`config.mk`:
```
export PLATFORM = sky130hd
export DESIGN_NAME = utf8_stream_validator
export DESIGN_NICKNAME = d
export VERILOG_FILES = /design/src/hdl/utf8sv_pkg.sv /design/src/hdl/utf8sv_step.sv /design/src/hdl/utf8sv_rsp_reg.sv /design/src/hdl/utf8_stream_validator.sv
export SDC_FILE = /design/constraint.sdc
export NUM_CORES = 1
export LEC_CHECK = 0
export ABC_CLOCK_PERIOD_IN_PS = 3320
export BUFFER_PORTS_ARGS = -buffer_cell sky130_fd_sc_hd__clkbuf_2
export CAP_MARGIN = 20
export CORE_MARGIN = 5
export CORE_UTILIZATION = 39
export DETAILED_ROUTE_END_ITERATION = 8
export PLACE_DENSITY = 0.67
export SLEW_MARGIN = 10
export SYNTH_ARGS = -nofsm -noshare
export SYNTH_HDL_FRONTEND = slang
export SYNTH_HIERARCHICAL = 1
export SYNTH_SLANG_ARGS = --single-unit
```
`constraint.sdc`:
```
create_clock -name clock -period 3.32 [get_ports clock]
set_input_delay 0.996 -clock clock [delete_from_list [all_inputs] [get_ports clock]]
set_output_delay 0.996 -clock clock [all_outputs]
set_load 0.05 [all_outputs]
```
`src/hdl/utf8sv_pkg.sv`:
```
package utf8sv_pkg;

   localparam int OFFSET_BITS = 16;
   localparam int OFFSET_OUT_BITS = 16;
   localparam int RSP_FIELD_BITS = 6 + OFFSET_OUT_BITS;
   localparam int RSP_TDATA_BITS = ((RSP_FIELD_BITS + 7) / 8) * 8;
   localparam logic [OFFSET_BITS-1:0] POS_MAX = {OFFSET_BITS{1'b1}};

   localparam logic [2:0] ERR_NONE  = 3'd0;
   localparam logic [2:0] ERR_LEAD  = 3'd1;
   localparam logic [2:0] ERR_CONT  = 3'd2;
   localparam logic [2:0] ERR_TRUNC = 3'd3;
   localparam logic [2:0] ERR_ZERO  = 3'd4;

   localparam logic [1:0] CLASS_PLAIN = 2'd0;
   localparam logic [1:0] CLASS_E0    = 2'd1;
   localparam logic [1:0] CLASS_F0    = 2'd2;
   localparam logic [1:0] CLASS_F4    = 2'd3;

   localparam logic [7:0] BYTE_ZERO    = 8'h00;
   localparam logic [7:0] BYTE_TAB     = 8'h09;
   localparam logic [7:0] BYTE_LF      = 8'h0A;
   localparam logic [7:0] BYTE_CR      = 8'h0D;
   localparam logic [7:0] BYTE_SPACE   = 8'h20;
   localparam logic [7:0] BYTE_DEL     = 8'h7F;
   localparam logic [7:0] BYTE_CONT_LO = 8'h80;
   localparam logic [7:0] BYTE_CONT_HI = 8'hBF;
   localparam logic [7:0] BYTE_MB_LO   = 8'hC0;
   localparam logic [7:0] BYTE_LEAD2   = 8'hC2;
   localparam logic [7:0] BYTE_LEAD2_HI = 8'hDF;
   localparam logic [7:0] BYTE_E0      = 8'hE0;
   localparam logic [7:0] BYTE_LEAD3_HI = 8'hEF;
   localparam logic [7:0] BYTE_F0      = 8'hF0;
   localparam logic [7:0] BYTE_F4      = 8'hF4;
   localparam logic [7:0] BYTE_A0      = 8'hA0;
   localparam logic [7:0] BYTE_90      = 8'h90;
   localparam logic [7:0] BYTE_8F      = 8'h8F;

   typedef struct packed {
      logic [1:0]             pending;
      logic [1:0]             lead_class;
      logic                   first_cont;
      logic                   mb_seen;
      logic [2:0]             err;
      logic [OFFSET_BITS-1:0] err_pos;
      logic [OFFSET_BITS-1:0] pos;
   } state_type;

   typedef struct packed {
      logic [OFFSET_OUT_BITS-1:0] error_offset;
      logic [2:0]                 error_kind;
      logic                       saw_multibyte;
      logic                       well_formed;
      logic                       string_accepted;
   } result_type;

   // Map an offset of any width onto the 16-bit result field.
   function automatic logic [OFFSET_OUT_BITS-1:0] to_offset_out(
      input logic [OFFSET_BITS-1:0] p);
      logic [31:0] wide;
      begin
         wide = 32'(p);
         return wide[OFFSET_OUT_BITS-1:0];
      end
   endfunction

endpackage

```
`src/hdl/utf8sv_step.sv`:
```
module utf8sv_step (
   input  utf8sv_pkg::state_type  cur_state,
   input  logic [7:0]             data_byte,
   input  logic                   last_byte,
   input  logic                   require_multibyte,
   output utf8sv_pkg::state_type  nxt_state,
   output utf8sv_pkg::result_type result
);
   import utf8sv_pkg::*;

   state_type upd;
   logic      cont_ok;
   logic      wf;

   always_comb begin
      upd = cur_state;
      cont_ok = 1'b0;
      if (cur_state.err == ERR_NONE) begin
         if (cur_state.pending == 2'd0) begin
            if (data_byte >= BYTE_MB_LO) begin
               upd.mb_seen = 1'b1;
            end
            if (data_byte == BYTE_ZERO) begin
               upd.err = ERR_ZERO;
               upd.err_pos = cur_state.pos;
            end else if (data_byte == BYTE_TAB || data_byte == BYTE_LF ||
                         data_byte == BYTE_CR ||
                         (data_byte >= BYTE_SPACE && data_byte <= BYTE_DEL)) begin
               upd.pending = 2'd0;
            end else if (data_byte >= BYTE_LEAD2 && data_byte <= BYTE_LEAD2_HI) begin
               upd.pending = 2'd1;
               upd.lead_class = CLASS_PLAIN;
               upd.first_cont = 1'b1;
            end else if (data_byte >= BYTE_E0 && data_byte <= BYTE_LEAD3_HI) begin
               upd.pending = 2'd2;
               upd.lead_class = (data_byte == BYTE_E0) ? CLASS_E0 : CLASS_PLAIN;
               upd.first_cont = 1'b1;
            end else if (data_byte >= BYTE_F0 && data_byte <= BYTE_F4) begin
               upd.pending = 2'd3;
               upd.lead_class = (data_byte == BYTE_F0) ? CLASS_F0 :
                                (data_byte == BYTE_F4) ? CLASS_F4 : CLASS_PLAIN;
               upd.first_cont = 1'b1;
            end else begin
               upd.err = ERR_LEAD;
               upd.err_pos = cur_state.pos;
            end
         end else if (data_byte == BYTE_ZERO) begin
            upd.err = ERR_ZERO;
            upd.err_pos = cur_state.pos;
         end else begin
            cont_ok = (data_byte >= BYTE_CONT_LO) && (data_byte <= BYTE_CONT_HI);
            if (cur_state.first_cont) begin
               case (cur_state.lead_class)
                  CLASS_E0: if (data_byte < BYTE_A0) cont_ok = 1'b0;
                  CLASS_F0: if (data_byte < BYTE_90) cont_ok = 1'b0;
                  CLASS_F4: if (data_byte > BYTE_8F) cont_ok = 1'b0;
                  default: ;
               endcase
            end
            if (!cont_ok) begin
               upd.err = ERR_CONT;
               upd.err_pos = cur_state.pos;
            end else begin
               upd.first_cont = 1'b0;
               upd.pending = cur_state.pending - 2'd1;
               if (cur_state.pending == 2'd1) begin
                  upd.lead_class = CLASS_PLAIN;
               end
            end
         end
      end

      // Flag a sequence cut off by the end of the string.
      if (last_byte && upd.err == ERR_NONE && upd.pending != 2'd0) begin
         upd.err = ERR_TRUNC;
         upd.err_pos = cur_state.pos;
      end

      if (cur_state.pos != POS_MAX) begin
         upd.pos = cur_state.pos + 1'b1;
      end

      wf = (upd.err == ERR_NONE);
      result.string_accepted = wf & (upd.mb_seen | ~require_multibyte);
      result.well_formed = wf;
      result.saw_multibyte = upd.mb_seen;
      result.error_kind = upd.err;
      result.error_offset = wf ? '0 : to_offset_out(upd.err_pos);

      nxt_state = last_byte ? '0 : upd;
   end

endmodule

```
`src/hdl/utf8sv_rsp_reg.sv`:
```
module utf8sv_rsp_reg (
   input  logic                   clock,
   input  logic                   reset,
   input  logic                   load,
   input  utf8sv_pkg::result_type load_data,
   output logic                   slot_free,
   output logic                   rsp_tvalid,
   input  logic                   rsp_tready,
   output logic [utf8sv_pkg::RSP_TDATA_BITS-1:0] rsp_tdata
);
   import utf8sv_pkg::*;

   logic       valid_ff, valid_in;
   result_type data_ff;

   assign slot_free = !valid_ff || rsp_tready;
   assign valid_in = load || (valid_ff && !rsp_tready);

   always_ff @(posedge clock) begin
      if (reset) begin
         valid_ff <= 1'b0;
      end else begin
         valid_ff <= valid_in;
      end
   end

   // Hold the word until the sink takes it.
   always_ff @(posedge clock) begin
      if (load) begin
         data_ff <= load_data;
      end
   end

   assign rsp_tvalid = valid_ff;
   assign rsp_tdata = RSP_TDATA_BITS'(data_ff);

endmodule

```
`src/hdl/utf8_stream_validator.sv`:
```
// UTF-8 stream validator. Takes one string byte per word on the req side
// (tlast marks the final byte) and returns one verdict word on the rsp side
// for each string, loaded once its last byte leaves the input register. Bytes
// are accepted back to back at one per cycle; the decode of a byte against
// the carried state is combinational between the input register and the
// result register, and req_tready drops only while a finished verdict waits
// in the result register and the next last byte is ready to produce another.
// The first error and its byte offset are kept; state clears after each
// verdict. csr_wdata written with csr_we sets require_multibyte (reset 1);
// write it only while no string is in flight.
module utf8_stream_validator (
   input  logic       clock,
   input  logic       reset,
   input  logic       req_tvalid,
   output logic       req_tready,
   input  logic [7:0] req_tdata,   // [7:0] data_byte
   input  logic       req_tlast,   // last_byte
   output logic       rsp_tvalid,
   input  logic       rsp_tready,
   // [0] string_accepted, [1] well_formed, [2] saw_multibyte,
   // [5:3] error_kind, [21:6] error_offset, [23:22] zero
   output logic [utf8sv_pkg::RSP_TDATA_BITS-1:0] rsp_tdata,
   input  logic       csr_we,
   input  logic       csr_wdata
);
   import utf8sv_pkg::*;

   logic       in_valid_ff, in_valid_in;
   logic [7:0] in_byte_ff;
   logic       in_last_ff;
   logic       req_mb_ff, req_mb_in;
   state_type  state_ff, state_in, step_state;
   result_type step_result;
   logic       slot_free;
   logic       fire;
   logic       accept;

   // Advance the input word unless its verdict has nowhere to go.
   assign fire = in_valid_ff && (!in_last_ff || slot_free);
   assign req_tready = !in_valid_ff || fire;
   assign accept = req_tvalid && req_tready;
   assign in_valid_in = accept || (in_valid_ff && !fire);
   assign state_in = fire ? step_state : state_ff;
   assign req_mb_in = csr_we ? csr_wdata : req_mb_ff;

   always_ff @(posedge clock) begin
      if (reset) begin
         in_valid_ff <= 1'b0;
         state_ff <= '0;
         req_mb_ff <= 1'b1;
      end else begin
         in_valid_ff <= in_valid_in;
         state_ff <= state_in;
         req_mb_ff <= req_mb_in;
      end
   end

   always_ff @(posedge clock) begin
      if (accept) begin
         in_byte_ff <= req_tdata;
         in_last_ff <= req_tlast;
      end
   end

   utf8sv_step u_step (
      .cur_state         (state_ff),
      .data_byte         (in_byte_ff),
      .last_byte         (in_last_ff),
      .require_multibyte (req_mb_ff),
      .nxt_state         (step_state),
      .result            (step_result)
   );

   utf8sv_rsp_reg u_rsp_reg (
      .clock      (clock),
      .reset      (reset),
      .load       (fire && in_last_ff),
      .load_data  (step_result),
      .slot_free  (slot_free),
      .rsp_tvalid (rsp_tvalid),
      .rsp_tready (rsp_tready),
      .rsp_tdata  (rsp_tdata)
   );

endmodule

```
# Word-level counts from Yosys, hierarchy flattened
# Index checks and enable logic that the tools add are counted.
# classes
n_reduce_logical	38
add_sub_neg	2
n_mux	35
n_eq_ne	14
bitwise_logic	3
magnitude_cmp	14
# op_table
cell	count
two-way mux 19 bit	9
two-way mux 41 bit	1
greater-or-equal comparator 8 bit, second input constant	5
two-way mux 5 bit	7
<= comparator 8 bit, second input constant	4
two-way mux 25 bit	1
== test 8 x 4 -> 1 bit, second input constant	3
== test 8 bit, second input constant	3
adder 16 x 1 -> 16 bit, second input constant	1
less-than comparator 8 bit, second input constant	2
two-way mux 16 bit	1
inequality test 16 bit, second input constant	1
logical AND 1 bit	12
two-way mux 1 bit	10
logical NOT 3 bit	3
greater-or-equal comparator 8 x 6 -> 1 bit, second input constant	1
> comparator 8 bit, second input constant	1
<= comparator 8 x 7 -> 1 bit, second input constant	1
logical NOT 8 bit	1
logical OR 1 bit	8
two-way mux 2 bit	4
AND reduction 7 bit	1
AND reduction 6 bit	1
nonzero test 2 bit	3
other kinds (15)	22
# word_totals
elab_cells	123
regBits	75
output_inout_bits	26

# Longest topological paths before layout
# depth
depth_word	18
depth_mapped	11

# Modules after synthesis
# Netlist, hierarchy kept.
# by_module_without_submodules
module	cells_each	seq_area_each_um2	area_per_inst_um2	instances
utf8_stream_validator	198	1131.1	2238.4	1
utf8sv_step	280	0.0	1700.4	1
utf8sv_rsp_reg	29	680.7	725.7	1

# Worst setup path before layout
# Ideal clock, no wire load.
# synth_path
path_type	input -> output
from	in rsp_tready
to	out req_tready
arrival_ns	1.621
path_stages	3
slack_ns	0.703
t_required_ns	2.324
n_path_buf	0
cell_sequence	nand2b_4 inv_2 nand3_1
# synth_via
elab_chain_cells	4
# synth_rtl
element	line	rtl
start, declared	utf8_stream_validator.sv:19	input logic rsp_tready,
logical OR 1 bit	utf8sv_rsp_reg.sv:16	assign slot_free = !valid_ff || rsp_tready;
logical OR 1 bit	utf8_stream_validator.sv:39	assign fire = in_valid_ff && (!in_last_ff || slot_free);
logical AND 1 bit	utf8_stream_validator.sv:39	
logical OR 1 bit	utf8_stream_validator.sv:40	assign req_tready = !in_valid_ff || fire;
end, declared	utf8_stream_validator.sv:15	output logic req_tready,
# Every way passes these cells.

# Final worst setup path
# layout_path
from	reg in_byte_ff[3]
to	reg u_rsp_reg.data_ff, in the netlist u_rsp_reg/rsp_tdata[7], data pin
# layout_via
elab_chain_cells	17
elab_cells_between_ends	56
# layout_rtl
element	line	rtl
start, declared	utf8_stream_validator.sv:29	logic [7:0] in_byte_ff;
start signal, assigned	utf8_stream_validator.sv:60	in_byte_ff <= req_tdata;
greater-or-equal comparator 8 bit or <= comparator 8 bit (tied branches)	utf8sv_step.sv:51	cont_ok = (data_byte >= BYTE_CONT_LO) && (data_byte <= BYTE_CONT_HI);
logical AND 1 bit	utf8sv_step.sv:51	
two-way mux 1 bit, on equally long branches	utf8sv_step.sv:56, utf8sv_step.sv:54, utf8sv_step.sv:55	
one-hot mux 1 bit (3 select lines)	utf8sv_step.sv:53	case (cur_state.lead_class)
two-way mux 1 bit	utf8sv_step.sv:52	if (cur_state.first_cont) begin
two-way mux 1 bit	utf8sv_step.sv:47	end else if (data_byte == BYTE_ZERO) begin
two-way mux 1 bit	utf8sv_step.sv:19	if (cur_state.pending == 2'd0) begin
two-way mux 1 bit	utf8sv_step.sv:18	if (cur_state.err == ERR_NONE) begin
two-way mux 19 bit	utf8sv_step.sv:60	if (!cont_ok) begin
two-way mux 19 bit	utf8sv_step.sv:47	
two-way mux 19 bit	utf8sv_step.sv:19	
two-way mux 25 bit (*)	utf8sv_step.sv:18	
logical NOT 3 bit	utf8sv_step.sv:74	if (last_byte && upd.err == ERR_NONE && upd.pending != 2'd0) begin
logical AND 1 bit (2 in series)	utf8sv_step.sv:74	
two-way mux 19 bit (*)	utf8sv_step.sv:74	
logical NOT 3 bit	utf8sv_step.sv:83	wf = (upd.err == ERR_NONE);
end signal, assigned	utf8sv_rsp_reg.sv:30	data_ff <= load_data;
end, declared	utf8sv_rsp_reg.sv:14	result_type data_ff;
# Mark *: on every way between the ends. The rest lies on a longest branch, timed or not. The select of a mux whose other input is x is not followed.
# A chain may end at the register's enable or synchronous reset.

==> flow_summary.toml <==
[outcome]
status = "finished clean"

[grt]
grt_max_degree = 77
grt_pass1_wl_um = 18060
grt_util_all_layers_pct = 15.51
grt_overflow_total = 0
grt_pass1_vias = 3639
antenna_found_initial = 0

[worst_setup_path]
critPathKind = "flip-flop to flip-flop"
r2r_start = "in_byte_ff[3]$_DFFE_PP_"
worst_setup_path_end_kind = "flip-flop"
critPathRequiredTime_ps = 3390
startpoint_type = "flip-flop"
r2r-end = "u_rsp_reg/rsp_tdata[7]$_DFFE_PP_"
rrSetupSlack_ps = 560
crit_fanout = 20
critPathCapture = "u_rsp_reg/rsp_tdata[7]$_DFFE_PP_"
cp_data_arrival_time_ps = 2840
r2r_cells = 7
startpoint = "in_byte_ff[3]$_DFFE_PP_"

[synth]
avgSynthCellArea_um2 = 9.200
synth_ff_type = "dfxtp_1"
synth_edf_count = 31
synthArstFlopShare_pct = 0
synthXorXnorAreaFrac_pct = 2.065
synth.ff_latch_count = 75
ys_seq_area_share_pct = 38.84
synthMuxAreaShare_pct = 9.442
synth-compound-area-share_pct = 15.83
synthSimpleGateAreaFrac_pct = 25.46
syn-instance-count = 507
yosys.area_share.adder_pct = 0.8047
yosysWarnings = 6
yosysUniqueCellTypes = 63
synth_top_family_by_area = "simple AND/OR/NAND/NOR gates"
syn_area_um2 = 4664

[timing]
finalSetupViolCount = 0
slew_headroom_pct = 42.63
finalClockSkew_ps = 10.26
rsz0062_at_grt = "false"
fin_setup_tns_ps = 0
tightest_slew_ps = 838.9
whs_ps = 475.6
period_needed_ps = 2762
slew_violations = 0
hold_viol = 0
fmax_mhz = 362.0
finalWorstSetupSlack_ps = 557.9
fin_crit_sh_pct = 83.20

[placement]
dpl.hpwl_um = 7005
port_buffers = 38
place_ws_ps = 562.9
gp_congestion = 0.8546
placed_area_um2 = 4926

[job]
drv_cap = 0

[drt]
drc = 0
routed_wl_um = 10530
num_vias = 3602
avgRoutedWirePerCell_um = 15.42
dr_wl_met3_um = 387
top_layer = "met4"
dr.pass1.iters = 5
first_iter_violations = 244
wl_met2_um = 5067
ant_nets = 0
via_per_inst = 5.274
wl_met1_um = 4919

[die]
num_io_pins = 41
core_um2 = 11860
row_count = 40
initial_utilization_pct = 39.32
die_h_um = 119.4
die_area_um2 = 14250
die_w_um = 119.4

[clock_network]
clock-sinks = 75
cts_max_path_buffers = 2
cts_tree = "yes"
path_clk_slew_ps = 60
root_buffer = "clkbuf_16"
cts_hold_buf = 0
cts_buffers = 9
htreeDepth = 3
cts_resized = 0
cts_setup_buffers = 0
clock_latency_ps = 340

[layout]
layout-drive-gt1-share_pct = 18.47
n_antenna_cell = 0
fin_nets = 549
area_growth_pct = 12.55
fin_util_pct = 44.26
fill_cells = 1124
stdcell_area_um2 = 5250

[power_and_ir_drop]
irDropWorstVdd_mv = 0.2501
power-per-cell-area_nw_per_um2 = 438.5
p_leak_nw = 1.807

[worst_hold_path]
worstHoldStart = "state_ff[35]$_SDFFE_PP0P_"
hp-class = "flip-flop to flip-flop"
-- where the power goes --
group	leakage (nW)	total, mW	switching (mW)	internal (mW)
Sequential	0.671	0.993	0.0180	0.975
Combinational	0.980	0.237	0.154	0.0828
Clock	0.156	1.07	0.408	0.663
-- metrics by stage --
stage | std cells | power, mW
4_1_cts | 683 | 2.327
5_1_grt | 683 | 2.385
3_3_place_gp | 667 | 1.247
2_1_floorplan | 508 | 1.197
3_5_place_dp | 667 | 1.252
6_report | 683 | 2.302
-- cells by family after synthesis --
kind of cell,Yosys count
buffers and inverters,65
AOI/OAI and AO/OA,86
adders and majority gates,3
other,1
DFF,75
muxes,44
and+or+nand+nor,222
xor gates and xnor gates,11
-- cells in the mapped netlist (2+ instances only) --
master    instances  area (um^2)
nand2_1          61        229.0
o21ai_0          11        55.05
or4_4             2        22.52
and2_1            3        18.77
a31oi_1           4        25.02
a21oi_1          24        120.1
nand4_1           3        18.77
ha_1              3        37.54
or3_1             2        12.51
nand2b_1         83        519.3
or2_2             2        12.51
a41oi_1           2        17.52
nor2_1           25        93.84
buf_4             3        22.52
buf_6             3        33.78
mux2i_1          44        440.4
o311a_1           2        20.02
edfxtp_1         31        930.9
a211oi_1          3        22.52
dfxtp_1          44        880.8
o21a_1            3        22.52
nor2b_1           3        18.77
nor3_1           11        55.05
a211o_1           2        17.52
nand3_1           6        30.03
o211ai_1          2        15.01
and3_2            2        15.01
xnor2_1          11        96.34
nor4_1           10        62.56
clkbuf_1         22        82.58
buf_12            4        80.08
o311ai_2         16        260.3
inv_1            27        101.4
buf_2             4        20.02
-- critical path, cell delays in order (launching register included) --
cell	delay [ps]
edfxtp_1	490
or4_4	600
and2_4	180
o311a_1	290
a211o_1	320
a32oi_2	150
buf_4	340
o311ai_2	120
-- registers in the layout, summed over array words and instances (netlist names) --
register and cells:
state_ff 41, u_rsp_reg/rsp_tdata 22, in_byte_ff 8, in_last_ff 1, in_valid_ff 1, req_mb_ff 1
u_rsp_reg/rsp_tvalid 1
-- worst min-delay path by stage --
stage                                end  slack (ps)  depth (start not counted)
2_1_floorplan  state_ff[12]$_SDFFE_PP0P_         450                          2
3_3_place_gp   state_ff[35]$_SDFFE_PP0P_         470                          2
3_5_place_dp   state_ff[35]$_SDFFE_PP0P_         470                          2
4_1_cts        state_ff[35]$_SDFFE_PP0P_         490                          2
5_1_grt        state_ff[35]$_SDFFE_PP0P_         510                          2
6_report       state_ff[35]$_SDFFE_PP0P_         480                          2
-- final cells by class --
type	count	area [um^2]	share of cell area (%)
clock buffers	9	225.2	4.290
flip-flops and latches	75	1812	34.51
multi-input cells	368	2527	48.14
clock inverters	7	98.84	1.883
inverters	28	105.1	2.002
repair buffers	49	297.8	5.672
well taps	147	183.9	3.503
-- cells in the final DEF (no fill, tap or decap), types with 16 or more instances in the layout --
| cell | count |
|---|---|
| a21oi_1 | 24 |
| clkbuf_2 | 38 |
| o311ai_2 | 16 |
| inv_1 | 27 |
| mux2i_1 | 44 |
| nor2_1 | 25 |
| edfxtp_1 | 31 |
| nand2_1 | 61 |
| dfxtp_1 | 44 |
| nand2b_1 | 83 |
-- layer usage --
layer | track usage, % | vias to the layer above
met4 | 7.373 | 0
met5 | 0 | -
met3 | 2.754 | 9
met2 | 25.19 | 70
li1 | - | 1817
met1 | 20.00 | 1706
(Power assumes the default switching activity.)
